## config.mk

```make
export PLATFORM = sky130hd
export DESIGN_NAME = float_to_decimal_ascii
export DESIGN_NICKNAME = d
export VERILOG_FILES = /design/src/rtl/core/f2d_pkg.sv /design/src/rtl/core/f2d_dp.sv /design/src/rtl/core/f2d_ctrl.sv /design/src/rtl/core/float_to_decimal_ascii.sv
export SDC_FILE = /design/constraint.sdc
export NUM_CORES = 2
export LEC_CHECK = 0
export BUFFER_PORTS_ARGS = -buffer_cell sky130_fd_sc_hd__buf_2
export CORE_MARGIN = 1.5
export CORE_UTILIZATION = 47
export DETAILED_ROUTE_END_ITERATION = 8
export MAX_ROUTING_LAYER = met4
export PLACE_DENSITY = 0.7
export SLEW_MARGIN = 10
export SYNTH_ARGS = -nofsm -noshare
export SYNTH_HDL_FRONTEND = slang
export SYNTH_SLANG_ARGS = --single-unit
export TNS_END_PERCENT = 5
```

## constraint.sdc

```tcl
create_clock -name i_clk -period 27.2 [get_ports i_clk]
set_input_delay 5.44 -clock i_clk [delete_from_list [all_inputs] [get_ports i_clk]]
set_output_delay 5.44 -clock i_clk [all_outputs]
set_load 0.005 [all_outputs]
```

## src/rtl/core/f2d_pkg.sv

```systemverilog
// Shared types, command/status structs and constants for the float-to-decimal text block.
// Depends on nothing; every other file of the block imports it.
package f2d_pkg;

    localparam int MantW   = 24;
    localparam int ExpW    = 10;
    localparam int KW      = 5;
    localparam int PosW    = 5;
    localparam int NumDig  = 19;
    localparam int BcdW    = 4 * NumDig;
    localparam int PowN    = 19;
    localparam int WholeW  = 64;
    localparam int ProdW   = 2 * MantW;
    localparam int BcdCycW = 5;

    // exponent of the unbiased mantissa form (value = mant * 2^exp)
    localparam logic signed [ExpW-1:0] ExpBias  = 10'sd150;
    localparam logic signed [ExpW-1:0] ExpOvf   = 10'sd40;
    localparam logic [BcdCycW-1:0]     BcdLastCyc = 5'd31;

    localparam logic [7:0] ChrMinus = 8'h2D;
    localparam logic [7:0] ChrDot   = 8'h2E;
    localparam logic [7:0] ChrZero  = 8'h30;
    localparam logic [7:0] ChrNone  = 8'h00;

    // character kinds
    localparam logic [1:0] CH_MINUS = 2'd0;
    localparam logic [1:0] CH_DIGIT = 2'd1;
    localparam logic [1:0] CH_DOT   = 2'd2;
    localparam logic [1:0] CH_FLAG  = 2'd3;

    typedef logic signed [ExpW-1:0] t_exp;

    typedef struct packed {
        logic [MantW-1:0] mant;
        t_exp             expo;
    } t_pflt;

    typedef struct packed {
        logic            load;
        logic            mul;
        logic            rnd;
        logic            bcd_load;
        logic            bcd_step;
        logic            emit;
        logic [1:0]      ch_sel;
        logic            ch_last;
        logic [PosW-1:0] pos;
        logic [KW-1:0]   k;
    } t_cmd;

    typedef struct packed {
        logic            is_nan;
        logic            is_zero;
        logic            is_sub;
        logic            neg;
        logic            ovf;
        logic            frac;
        logic [PosW-1:0] nd;
        logic            out_busy;
    } t_sts;

    // single-precision value of 10^idx, rounded to nearest even, as mantissa and exponent
    function automatic t_pflt pow_float(input int idx);
        logic [63:0] v;
        logic [63:0] r;
        logic        g;
        logic        s;
        int          n;
        int          sh;
        t_pflt       pf;
        v = 64'd1;
        for (int i = 0; i < idx; i++) v = v * 64'd10;
        n = 0;
        for (int i = 0; i < 64; i++) if (v[i]) n = i;
        if (n <= 23) begin
            r = v << (23 - n);
            pf.mant = r[MantW-1:0];
            pf.expo = ExpW'(n - 23);
        end else begin
            sh = n - 23;
            r = v >> sh;
            g = v[sh-1];
            s = |(v & ((64'd1 << (sh - 1)) - 64'd1));
            if (g & (s | r[0])) r = r + 64'd1;
            if (r[MantW]) begin
                r = r >> 1;
                sh = sh + 1;
            end
            pf.mant = r[MantW-1:0];
            pf.expo = ExpW'(sh);
        end
        return pf;
    endfunction

endpackage

```

## src/rtl/core/f2d_dp.sv

```systemverilog
// Datapath: input capture, float scaling multiply and rounding, binary-to-BCD
// conversion and the output register. Depends on f2d_pkg; driven by f2d_ctrl.
module f2d_dp import f2d_pkg::*; (
    input  logic        i_clk,
    input  logic        i_rst_n,
    input  logic [31:0] i_bits,
    input  t_cmd        i_cmd,
    output t_sts        o_sts,
    input  logic        i_m_tready,
    output logic        o_m_tvalid,
    output logic [7:0]  o_m_tdata,
    output logic        o_m_tlast,
    output logic [0:0]  o_m_tuser
);

    logic [31:0]       r_bits;
    logic [MantW-1:0]  r_mm;
    t_exp              r_me;
    logic [MantW-1:0]  r_m;
    t_exp              r_e;
    logic [ProdW-1:0]  r_prod;
    t_exp              r_pe;
    logic [WholeW-1:0] r_bin;
    logic [BcdW-1:0]   r_bcd;
    logic              r_ov;
    logic [7:0]        r_od;
    logic              r_ol;
    logic              r_ou;

    t_pflt             w_pow [PowN];
    logic [WholeW-1:0] w_whole;
    logic              w_frac;
    t_exp              w_nsh;
    logic [MantW-1:0]  w_keep;
    logic              w_g;
    logic              w_s;
    logic              w_up;
    logic [MantW:0]    w_sum;
    t_exp              w_re;
    logic [BcdW-1:0]   w_bcd_n;
    logic [WholeW-1:0] w_bin_n;
    logic [3:0]        w_dig [NumDig];
    logic [PosW-1:0]   w_nd;
    logic [7:0]        w_ch;
    logic [7:0]        w_expf;

    for (genvar g = 0; g < PowN; g++) begin : g_pow
        assign w_pow[g] = pow_float(g);
    end

    assign w_expf = i_bits[30:23];

    // whole part and fraction test of r_m * 2^r_e
    assign w_nsh = -r_e;
    always_comb begin
        w_whole = '0;
        w_frac  = 1'b0;
        if (!r_e[ExpW-1]) begin
            w_whole = {{(WholeW-MantW){1'b0}}, r_m} << r_e[5:0];
        end else if (w_nsh >= 10'sd24) begin
            w_frac = (r_m != '0);
        end else begin
            w_whole = {{(WholeW-MantW){1'b0}}, r_m >> w_nsh[4:0]};
            w_frac  = ((r_m & ((24'd1 << w_nsh[4:0]) - 24'd1)) != '0);
        end
    end

    // round product to nearest even
    always_comb begin
        if (r_prod[ProdW-1]) begin
            w_keep = r_prod[47:24];
            w_g    = r_prod[23];
            w_s    = |r_prod[22:0];
            w_re   = r_pe + 10'sd24;
        end else begin
            w_keep = r_prod[46:23];
            w_g    = r_prod[22];
            w_s    = |r_prod[21:0];
            w_re   = r_pe + 10'sd23;
        end
        w_up  = w_g & (w_s | w_keep[0]);
        w_sum = {1'b0, w_keep} + {{MantW{1'b0}}, w_up};
    end

    // two double-dabble steps per cycle
    always_comb begin
        w_bcd_n = r_bcd;
        w_bin_n = r_bin;
        for (int s = 0; s < 2; s++) begin
            for (int d = 0; d < NumDig; d++) begin
                if (w_bcd_n[4*d +: 4] >= 4'd5) w_bcd_n[4*d +: 4] = w_bcd_n[4*d +: 4] + 4'd3;
            end
            w_bcd_n = {w_bcd_n[BcdW-2:0], w_bin_n[WholeW-1]};
            w_bin_n = {w_bin_n[WholeW-2:0], 1'b0};
        end
    end

    always_comb begin
        w_nd = PosW'(1);
        for (int d = 0; d < NumDig; d++) begin
            w_dig[d] = r_bcd[4*d +: 4];
            if (r_bcd[4*d +: 4] != 4'd0) w_nd = PosW'(d + 1);
        end
    end

    always_comb begin
        case (i_cmd.ch_sel)
            CH_MINUS: w_ch = ChrMinus;
            CH_DOT:   w_ch = ChrDot;
            CH_DIGIT: w_ch = ChrZero + {4'd0, w_dig[i_cmd.pos]};
            default:  w_ch = ChrNone;
        endcase
    end

    always_ff @(posedge i_clk) begin
        if (i_cmd.load) begin
            r_bits <= i_bits;
            r_mm   <= (w_expf == 8'd0) ? '0 : {1'b1, i_bits[22:0]};
            r_me   <= $signed({2'b00, w_expf}) - ExpBias;
            r_m    <= (w_expf == 8'd0) ? '0 : {1'b1, i_bits[22:0]};
            r_e    <= $signed({2'b00, w_expf}) - ExpBias;
        end
        if (i_cmd.mul) begin
            r_prod <= r_mm * w_pow[i_cmd.k].mant;
            r_pe   <= r_me + w_pow[i_cmd.k].expo;
        end
        if (i_cmd.rnd) begin
            if (w_sum[MantW]) begin
                r_m <= {1'b1, {(MantW-1){1'b0}}};
                r_e <= w_re + 10'sd1;
            end else begin
                r_m <= w_sum[MantW-1:0];
                r_e <= w_re;
            end
        end
        if (i_cmd.bcd_load) begin
            r_bin <= w_whole;
            r_bcd <= '0;
        end else if (i_cmd.bcd_step) begin
            r_bin <= w_bin_n;
            r_bcd <= w_bcd_n;
        end
        if (i_cmd.emit) begin
            r_od <= w_ch;
            r_ol <= i_cmd.ch_last;
            r_ou <= (i_cmd.ch_sel == CH_FLAG);
        end
    end

    always_ff @(posedge i_clk) begin
        if (!i_rst_n) begin
            r_ov <= 1'b0;
        end else if (i_cmd.emit) begin
            r_ov <= 1'b1;
        end else if (i_m_tready) begin
            r_ov <= 1'b0;
        end
    end

    assign o_sts.is_nan   = (r_bits[30:23] == 8'hFF);
    assign o_sts.is_zero  = (r_bits[30:23] == 8'd0) && (r_bits[22:0] == '0);
    assign o_sts.is_sub   = (r_bits[30:23] == 8'd0) && (r_bits[22:0] != '0);
    assign o_sts.neg      = r_bits[31] && (r_bits[30:0] != '0);
    assign o_sts.ovf      = (r_e >= ExpOvf);
    assign o_sts.frac     = w_frac;
    assign o_sts.nd       = w_nd;
    assign o_sts.out_busy = r_ov & ~i_m_tready;

    assign o_m_tvalid   = r_ov;
    assign o_m_tdata    = r_od;
    assign o_m_tlast    = r_ol;
    assign o_m_tuser[0] = r_ou;

endmodule

```

## src/rtl/core/f2d_ctrl.sv

```systemverilog
// Controller: sequences classification, the place search, BCD conversion and
// character emission. Depends on f2d_pkg; commands f2d_dp.
module f2d_ctrl import f2d_pkg::*; #(
    parameter int MAX_PLACES = 9
) (
    input  logic       i_clk,
    input  logic       i_rst_n,
    input  logic       i_s_tvalid,
    input  logic [3:0] i_places,
    input  t_sts       i_sts,
    output logic       o_s_tready,
    output t_cmd       o_cmd
);

    localparam logic [3:0] S_IDLE  = 4'd0;
    localparam logic [3:0] S_CLASS = 4'd1;
    localparam logic [3:0] S_CHK   = 4'd2;
    localparam logic [3:0] S_MUL   = 4'd3;
    localparam logic [3:0] S_RND   = 4'd4;
    localparam logic [3:0] S_BCD   = 4'd5;
    localparam logic [3:0] S_SIGN  = 4'd6;
    localparam logic [3:0] S_DIG   = 4'd7;
    localparam logic [3:0] S_DOTE  = 4'd8;
    localparam logic [3:0] S_FLAG  = 4'd9;

    logic [3:0]         r_state, n_state;
    logic [KW-1:0]      r_k, n_k;
    logic [KW-1:0]      r_lim, n_lim;
    logic [BcdCycW-1:0] r_cnt, n_cnt;
    logic [PosW-1:0]    r_pos, n_pos;
    logic               r_dot, n_dot;
    logic [PosW-1:0]    w_ndig;
    logic [KW-1:0]      w_places;

    assign w_places = {1'b0, i_places};
    assign w_ndig   = (i_sts.nd > (r_k + KW'(1))) ? i_sts.nd : (r_k + KW'(1));

    always_comb begin
        n_state = r_state;
        n_k     = r_k;
        n_lim   = r_lim;
        n_cnt   = r_cnt;
        n_pos   = r_pos;
        n_dot   = r_dot;
        o_s_tready = 1'b0;
        o_cmd         = '0;
        o_cmd.k       = r_k;
        o_cmd.pos     = r_pos;
        unique case (r_state)
            S_IDLE: begin
                o_s_tready = 1'b1;
                if (i_s_tvalid) begin
                    o_cmd.load = 1'b1;
                    n_k   = '0;
                    n_lim = (w_places > KW'(MAX_PLACES)) ? KW'(MAX_PLACES) : w_places;
                    n_state = S_CLASS;
                end
            end
            S_CLASS: begin
                n_cnt = '0;
                if (i_sts.is_nan) begin
                    n_state = S_FLAG;
                end else if (i_sts.is_zero) begin
                    o_cmd.bcd_load = 1'b1;
                    n_state = S_BCD;
                end else if (i_sts.is_sub) begin
                    // tiny values never reach one: run straight to the place limit
                    n_k = r_lim;
                    o_cmd.bcd_load = 1'b1;
                    n_state = S_BCD;
                end else begin
                    n_state = S_CHK;
                end
            end
            S_CHK: begin
                n_cnt = '0;
                if (i_sts.ovf) begin
                    n_state = S_FLAG;
                end else if (i_sts.frac && (r_k < r_lim)) begin
                    n_k = r_k + KW'(1);
                    n_state = S_MUL;
                end else begin
                    o_cmd.bcd_load = 1'b1;
                    n_state = S_BCD;
                end
            end
            S_MUL: begin
                o_cmd.mul = 1'b1;
                n_state = S_RND;
            end
            S_RND: begin
                o_cmd.rnd = 1'b1;
                n_state = S_CHK;
            end
            S_BCD: begin
                o_cmd.bcd_step = 1'b1;
                n_cnt = r_cnt + BcdCycW'(1);
                if (r_cnt == BcdLastCyc) n_state = S_SIGN;
            end
            S_SIGN: begin
                n_pos = w_ndig - PosW'(1);
                n_dot = 1'b0;
                if (!i_sts.neg) begin
                    n_state = S_DIG;
                end else if (!i_sts.out_busy) begin
                    o_cmd.emit   = 1'b1;
                    o_cmd.ch_sel = CH_MINUS;
                    n_state = S_DIG;
                end
            end
            S_DIG: begin
                if (!i_sts.out_busy) begin
                    o_cmd.emit = 1'b1;
                    if ((r_k != '0) && (r_pos == (r_k - KW'(1))) && !r_dot) begin
                        o_cmd.ch_sel = CH_DOT;
                        n_dot = 1'b1;
                    end else begin
                        o_cmd.ch_sel  = CH_DIGIT;
                        o_cmd.ch_last = (r_pos == '0) && (r_k != '0);
                        if (r_pos == '0) begin
                            n_state = (r_k == '0) ? S_DOTE : S_IDLE;
                        end else begin
                            n_pos = r_pos - PosW'(1);
                        end
                    end
                end
            end
            S_DOTE: begin
                if (!i_sts.out_busy) begin
                    o_cmd.emit    = 1'b1;
                    o_cmd.ch_sel  = CH_DOT;
                    o_cmd.ch_last = 1'b1;
                    n_state = S_IDLE;
                end
            end
            S_FLAG: begin
                if (!i_sts.out_busy) begin
                    o_cmd.emit    = 1'b1;
                    o_cmd.ch_sel  = CH_FLAG;
                    o_cmd.ch_last = 1'b1;
                    n_state = S_IDLE;
                end
            end
            default: n_state = S_IDLE;
        endcase
    end

    always_ff @(posedge i_clk) begin
        if (!i_rst_n) begin
            r_state <= S_IDLE;
            r_k     <= '0;
            r_lim   <= '0;
            r_cnt   <= '0;
            r_pos   <= '0;
            r_dot   <= 1'b0;
        end else begin
            r_state <= n_state;
            r_k     <= n_k;
            r_lim   <= n_lim;
            r_cnt   <= n_cnt;
            r_pos   <= n_pos;
            r_dot   <= n_dot;
        end
    end

endmodule

```

## src/rtl/core/float_to_decimal_ascii.sv

```systemverilog
// Float-to-decimal text converter: one single-precision value in, its decimal text out
// one ASCII character per transaction. Order of work: classify, then a check plus a
// multiply, round and check for each fraction place searched, BCD conversion, a sign step
// (it also emits any '-'), then the other characters one at a time; zero and subnormal
// values skip the check and the place search; NaN, Inf and overflow emit a flag character.
// One value in flight; the next input is accepted the cycle after the last character loads.
// Reset (i_rst_n low, synchronous) idles the controller and empties the output register.
module float_to_decimal_ascii import f2d_pkg::*; #(
    parameter int MAX_PLACES = 9
) (
    input  logic        i_clk,
    input  logic        i_rst_n,
    input  logic        i_s_tvalid,
    output logic        o_s_tready,
    input  logic [39:0] i_s_tdata,   // [31:0] float_bits, [35:32] frac_places, [39:36] zero
    output logic        o_m_tvalid,
    input  logic        i_m_tready,
    output logic [7:0]  o_m_tdata,   // [7:0] character
    output logic        o_m_tlast,
    output logic [0:0]  o_m_tuser    // [0] out_of_range
);

    t_cmd w_cmd;
    t_sts w_sts;

    // sequencer: place search, conversion and emission order
    f2d_ctrl #(
        .MAX_PLACES(MAX_PLACES)
    ) u_ctrl (
        .i_clk      (i_clk),
        .i_rst_n    (i_rst_n),
        .i_s_tvalid (i_s_tvalid),
        .i_places   (i_s_tdata[35:32]),
        .i_sts      (w_sts),
        .o_s_tready (o_s_tready),
        .o_cmd      (w_cmd)
    );

    // arithmetic and output register
    f2d_dp u_dp (
        .i_clk      (i_clk),
        .i_rst_n    (i_rst_n),
        .i_bits     (i_s_tdata[31:0]),
        .i_cmd      (w_cmd),
        .o_sts      (w_sts),
        .i_m_tready (i_m_tready),
        .o_m_tvalid (o_m_tvalid),
        .o_m_tdata  (o_m_tdata),
        .o_m_tlast  (o_m_tlast),
        .o_m_tuser  (o_m_tuser)
    );

endmodule

```

==> reports/qor_table.md <==
| Stage | Result | This run |
|:---|:---|:---|
| worst hold path | Worst hold path class | flop to flop |
| clock network | CTS tree | yes |
| clock network | Sink Count | 329 |
| worst setup path | Endpoint of the worst register-to-register path | u_dp.r_prod[47]$_DFFE_PP_ |
| logic synthesis | Post-Synthesis Cells | 4,790 |
| worst setup path | Standard cell with the maximum stage delay on the critical path | sky130_fd_sc_hd__nor4b_1 |
| finish | Final standard cell utilization of the core | 50.24% |
| power and ir drop | Leakage | 0.01992 uW |
| timing | Period Utilization, post-route | 36.66% |
| clock network | H-tree Lvls | 2 |
| logic synthesis | Combinational family with the most area after synthesis | adder cells |
| worst setup path | Data required time at the worst endpoint | 27.53 ns |
| finish | Final standard cell count with taps included and fillers excluded | 5,894 |
| timing | Worst hold margin | 0.4786 ns |
| route | Post-DR wirelength/cell | 19.22 um |
| logic synthesis | Top cell type's share of synthesized area | 22.69% |
| finish | Reg area | 0.008869 mm^2 |
| logic synthesis | Warnings from Yosys | 0 |
| clock network | Cts repair resizes | 0 |
| timing | Hold violation total from the final report | 0 |
| route | Vias after detailed routing | 33.91k |
| logic synthesis | Synth Area in XOR/XNOR | 3.165% |
| global routing | Via count of the first global-routing pass | 33.83k |
| logic synthesis | #FFs+latches synth | 329 |
| route | Routed WL | 113,300 um |
| finish | Diode count | 0 |
| clock network | Number of buffers created by CTS | 37 |
| logic synthesis | Adder and majority cell fraction of the synthesized area | 31.29% |
| worst setup path | Critical Path Stages | 30 |
| worst setup path | Maximum fanout along the worst path | 30 |
| timing | Unrepaired setup endpoints after global routing | false |
| route | Average via count per standard cell | 5.753 |
| route | Detailed-router iteration count before antenna repair | 8 |
| power and ir drop | Total power divided by cell area | 86.74 mW/mm^2 |
| logic synthesis | Commonest register cell after synthesis | sky130_fd_sc_hd__edfxtp_1 |
| timing | Final slew viol count | 0 |
| timing | Max-Slew Margin vs Limit | 22.69% |
| floorplanning | Std-Cell Core Area | 0.08987 mm^2 |
| finish | Ratio of cells with drive above 1 in the final layout | 7.185% |
| global routing | Pin count of the biggest net entering global routing | 88 |
| timing | Slew @ Worst Pin | 1.160 ns |
| floorplanning | Full die area | 0.09249 mm^2 |
| power and ir drop | Total Power Consumption | 3917 uW |
| global routing | Initial antenna violation count | 1 |
| floorplanning | Vertical die dimension | 304.1 um |
| worst setup path | Last element of the critical path | u_dp.r_prod[47]$_DFFE_PP_ |
| timing | Worst setup skew after layout | 0.02553 ns |
| job | MaxCap Viol Count | 0 |
| clock network | Number of setup buffers added after CTS | 0 |
| worst setup path | Startpoint types | flop |
| floorplanning | Site Rows | 110 |
| worst setup path | Top Family by Delay on Critical Path | adder cells |
| logic synthesis | Syn Std Cell Area | 0.04262 mm^2 |
| logic synthesis | Complex-gate fraction of the synthesized area | 12.89% |
| finish | Synthesis-to-finish area growth | 5.951% |
| clock network | Clock latency reported for the late side of the worst-skew pair | 0.58 ns |
| route | ANT nets after route | 0 |
| logic synthesis | Post-synthesis cell type with the largest combined area | sky130_fd_sc_hd__fa_1 |
| placement | Final HPWL DP | 84,460 um |
| route | Number of design-rule violations left by the first detailed-router iteration | 2,859 |
| clock network | Clock-pin slew on the worst setup and hold paths | 0.06 ns |
| logic synthesis | Average footprint of a synthesized cell | 8.897 um^2 |
| clock network | Maximum buffer depth of the clock tree | 3 |
| worst setup path | R2r setup slk | 17.23 ns |
| worst setup path | Critical Path AT | 10.30 ns |
| clock network | Root Buffer | sky130_fd_sc_hd__clkbuf_16 |
| timing | Setup tns final | 0 ns |
| timing | Period minus WS final | 9.972 ns |
| worst setup path | CP Capture Type | flop |
| power and ir drop | Worst vdd ir | 0.00005110 V |
| floorplanning | Die W | 304.1 um |
| placement | Routability congestion estimate | 0.9678 |
| logic synthesis | Netlist cell types | 86 |
| worst setup path | Most Frequent Cell on Critical Path | sky130_fd_sc_hd__fa_1 |
| worst setup path | Crit path buffers/inverters | 8 |
| logic synthesis | Share of flip-flops with an asynchronous set or reset after synthesis | 0% |
| worst setup path | Worst reg-to-reg path cell count | 30 |
| placement | Number of placed instances with taps included | 5,827 |
| placement | Number of input and output port buffers inserted | 49 |
| run status | Outcome | finished clean |
| route | Number of remaining DRC errors | 0 |
| clock network | Number of hold-repair buffers added at the cts stage | 0 |
| logic synthesis | Biggest area contributors in the synthesized netlist | sky130_fd_sc_hd__fa_1 (23%), sky130_fd_sc_hd__edfxtp_1 (16%), sky130_fd_sc_hd__ha_1 (8.6%) |
| global routing | Wire length of the first global-routing pass | 183,000 um |
| logic synthesis | Post-synthesis simple-gate area fraction | 17.27% |
| finish | Final-stage net count | 5,510 |
| logic synthesis | Post-synthesis sequential area ratio | 20.81% |
| global routing | Combined global-route utilization of all metal layers | 25.28% |
| logic synthesis | Fraction of synthesized area in multiplexers | 6.071% |
| timing | Final setup vio count | 0 |
| finish | Number of fillers in the final layout | 8,342 |
| timing | Fmax | 0.1003 GHz |
| worst setup path | CP Class | flop to flop |
| worst setup path | Longest individual stage delay on the worst path | 0.78 ns |
| finish | Area of combinational cells with multiple inputs | 0.03021 mm^2 |
| floorplanning | Number of placed I/O pins | 56 |
| worst setup path | First element of the critical path | u_ctrl.r_k[4]$_SDFFE_PN0P_ |
| worst setup path | Worst R2R Start | u_ctrl.r_k[4]$_SDFFE_PN0P_ |
| floorplanning | Starting utilization of the core area | 47.42% |
| global routing | Aggregate global routing overflow | 0 |
| logic synthesis | Number of synthesized flops with an enable pin | 228 |
-- area by class of cell --
type	count	area share (%)
multi-input cells	3520	66.91
flip-flops and latches	329	19.64
inverters	683	5.678
well taps	1176	3.259
clock buffers	44	2.131
repair buffers	119	1.707
clock inverters	23	0.6734
-- Yosys cell counts (9+ instances only) --
master / instances
sky130_fd_sc_hd__inv_1: 678
sky130_fd_sc_hd__nand2_1: 507
sky130_fd_sc_hd__fa_1: 483
sky130_fd_sc_hd__nor2_1: 329
sky130_fd_sc_hd__and2_1: 301
sky130_fd_sc_hd__ha_1: 293
sky130_fd_sc_hd__a21oi_1: 292
sky130_fd_sc_hd__edfxtp_1: 228
sky130_fd_sc_hd__clkbuf_1: 205
sky130_fd_sc_hd__o21ai_0: 190
sky130_fd_sc_hd__xnor2_1: 111
sky130_fd_sc_hd__mux2i_1: 110
sky130_fd_sc_hd__dfxtp_1: 101
sky130_fd_sc_hd__a211oi_1: 79
sky130_fd_sc_hd__nand3_1: 74
sky130_fd_sc_hd__mux2_2: 64
sky130_fd_sc_hd__nor3_1: 61
sky130_fd_sc_hd__nor3b_1: 51
sky130_fd_sc_hd__nand2b_1: 43
sky130_fd_sc_hd__xor2_1: 43
sky130_fd_sc_hd__o21a_1: 39
sky130_fd_sc_hd__nor2b_1: 36
sky130_fd_sc_hd__mux4_2: 34
sky130_fd_sc_hd__nor4_1: 28
sky130_fd_sc_hd__o22ai_1: 27
sky130_fd_sc_hd__buf_1: 26
sky130_fd_sc_hd__a21o_1: 25
sky130_fd_sc_hd__o31ai_1: 19
sky130_fd_sc_hd__or3_1: 18
sky130_fd_sc_hd__a31oi_1: 17
sky130_fd_sc_hd__o31ai_2: 17
sky130_fd_sc_hd__buf_2: 16
sky130_fd_sc_hd__nand4_1: 16
sky130_fd_sc_hd__a22oi_1: 15
sky130_fd_sc_hd__o211ai_1: 15
sky130_fd_sc_hd__o221ai_1: 15
sky130_fd_sc_hd__and3_1: 13
sky130_fd_sc_hd__o21bai_1: 12
sky130_fd_sc_hd__or3b_2: 9
-- layout by cell type (no fill, tap or decap), types with 64 or more instances in the layout --
cell type                  instances
sky130_fd_sc_hd__dfxtp_1         101
sky130_fd_sc_hd__a211oi_1         79
sky130_fd_sc_hd__edfxtp_1        228
sky130_fd_sc_hd__o21ai_0         182
sky130_fd_sc_hd__nor2_1          327
sky130_fd_sc_hd__nand2_1         507
sky130_fd_sc_hd__xnor2_1         111
sky130_fd_sc_hd__buf_4            70
sky130_fd_sc_hd__fa_1            483
sky130_fd_sc_hd__mux2_2           64
sky130_fd_sc_hd__and2_1          301
sky130_fd_sc_hd__ha_1            293
sky130_fd_sc_hd__mux2i_1         110
sky130_fd_sc_hd__inv_1           677
sky130_fd_sc_hd__nand3_1          74
sky130_fd_sc_hd__a21oi_1         290
-- flip-flops by register name (all words and copies together) (netlist names), 6 cells and up --
name,cells
u_dp.o_m_tdata,6
u_dp.r_pe,10
u_dp.r_bits,31
u_dp.r_me,9
u_dp.r_m,24
u_dp.r_prod,48
u_dp.r_e,10
u_dp.r_mm,24
u_dp.r_bcd,76
u_dp.r_bin,64
-- report_power, final --
part           switching (uW)  internal (uW)  leakage [uW]  total [uW]
logic                    1550            950        0.0163        2500
registers                 154            734       0.00295         888
clock network             221            306      0.000614         526
-- through the flow --
step	setup WS (ns)	instance area (um^2)
floorplan	18.64	42620
global placement	17.41	43890
detailed placement	17.40	43890
CTS	17.35	45150
global route	16.67	45150
finish	17.23	45150
-- logic make-up (layout without fill, tap and decap cells) --
family | after synthesis | count (layout)
AO/OA/AOI/OAI | 864 | 864
flip-flops | 329 | 329
adder cells (fa/ha/maj) | 776 | 776
buffers and inverters | 942 | 869
XOR/XNOR | 154 | 154
AND/OR/NAND/NOR | 1516 | 1516
other | 1 | 2
multiplexers | 208 | 208
-- how the worst min path moves through the flow --
| stage | start | cells after the start | endpoint |
|---|---|---|---|
| floorplan | u_ctrl.r_cnt[3]$_SDFFE_PN0P_ | 1 | u_ctrl.r_cnt[3]$_SDFFE_PN0P_ |
| global placement | u_ctrl.r_lim[3]$_SDFFE_PN0P_ | 2 | u_ctrl.r_lim[3]$_SDFFE_PN0P_ |
| detailed placement | u_ctrl.r_cnt[3]$_SDFFE_PN0P_ | 1 | u_ctrl.r_cnt[3]$_SDFFE_PN0P_ |
| CTS | u_ctrl.r_cnt[3]$_SDFFE_PN0P_ | 1 | u_ctrl.r_cnt[3]$_SDFFE_PN0P_ |
| global route | u_ctrl.r_lim[3]$_SDFFE_PN0P_ | 2 | u_ctrl.r_lim[3]$_SDFFE_PN0P_ |
| finish | u_ctrl.r_cnt[3]$_SDFFE_PN0P_ | 1 | u_ctrl.r_cnt[3]$_SDFFE_PN0P_ |
-- per-layer routing --
| layer | routed length (um) | up-vias | global-route usage, % | part of all wire (%) |
|---|---|---|---|---|
| li1 | - | 15711 | - | - |
| met4 | 4413 | 0 | 9.104 | 3.9 |
| met1 | 48410 | 16697 | 33.22 | 43 |
| met2 | 52810 | 1240 | 40.23 | 47 |
| met3 | 7663 | 260 | 3.155 | 6.8 |
| met5 | 0 | - | - | 0 |
Note: power is estimated with default switching activity, not from simulation.
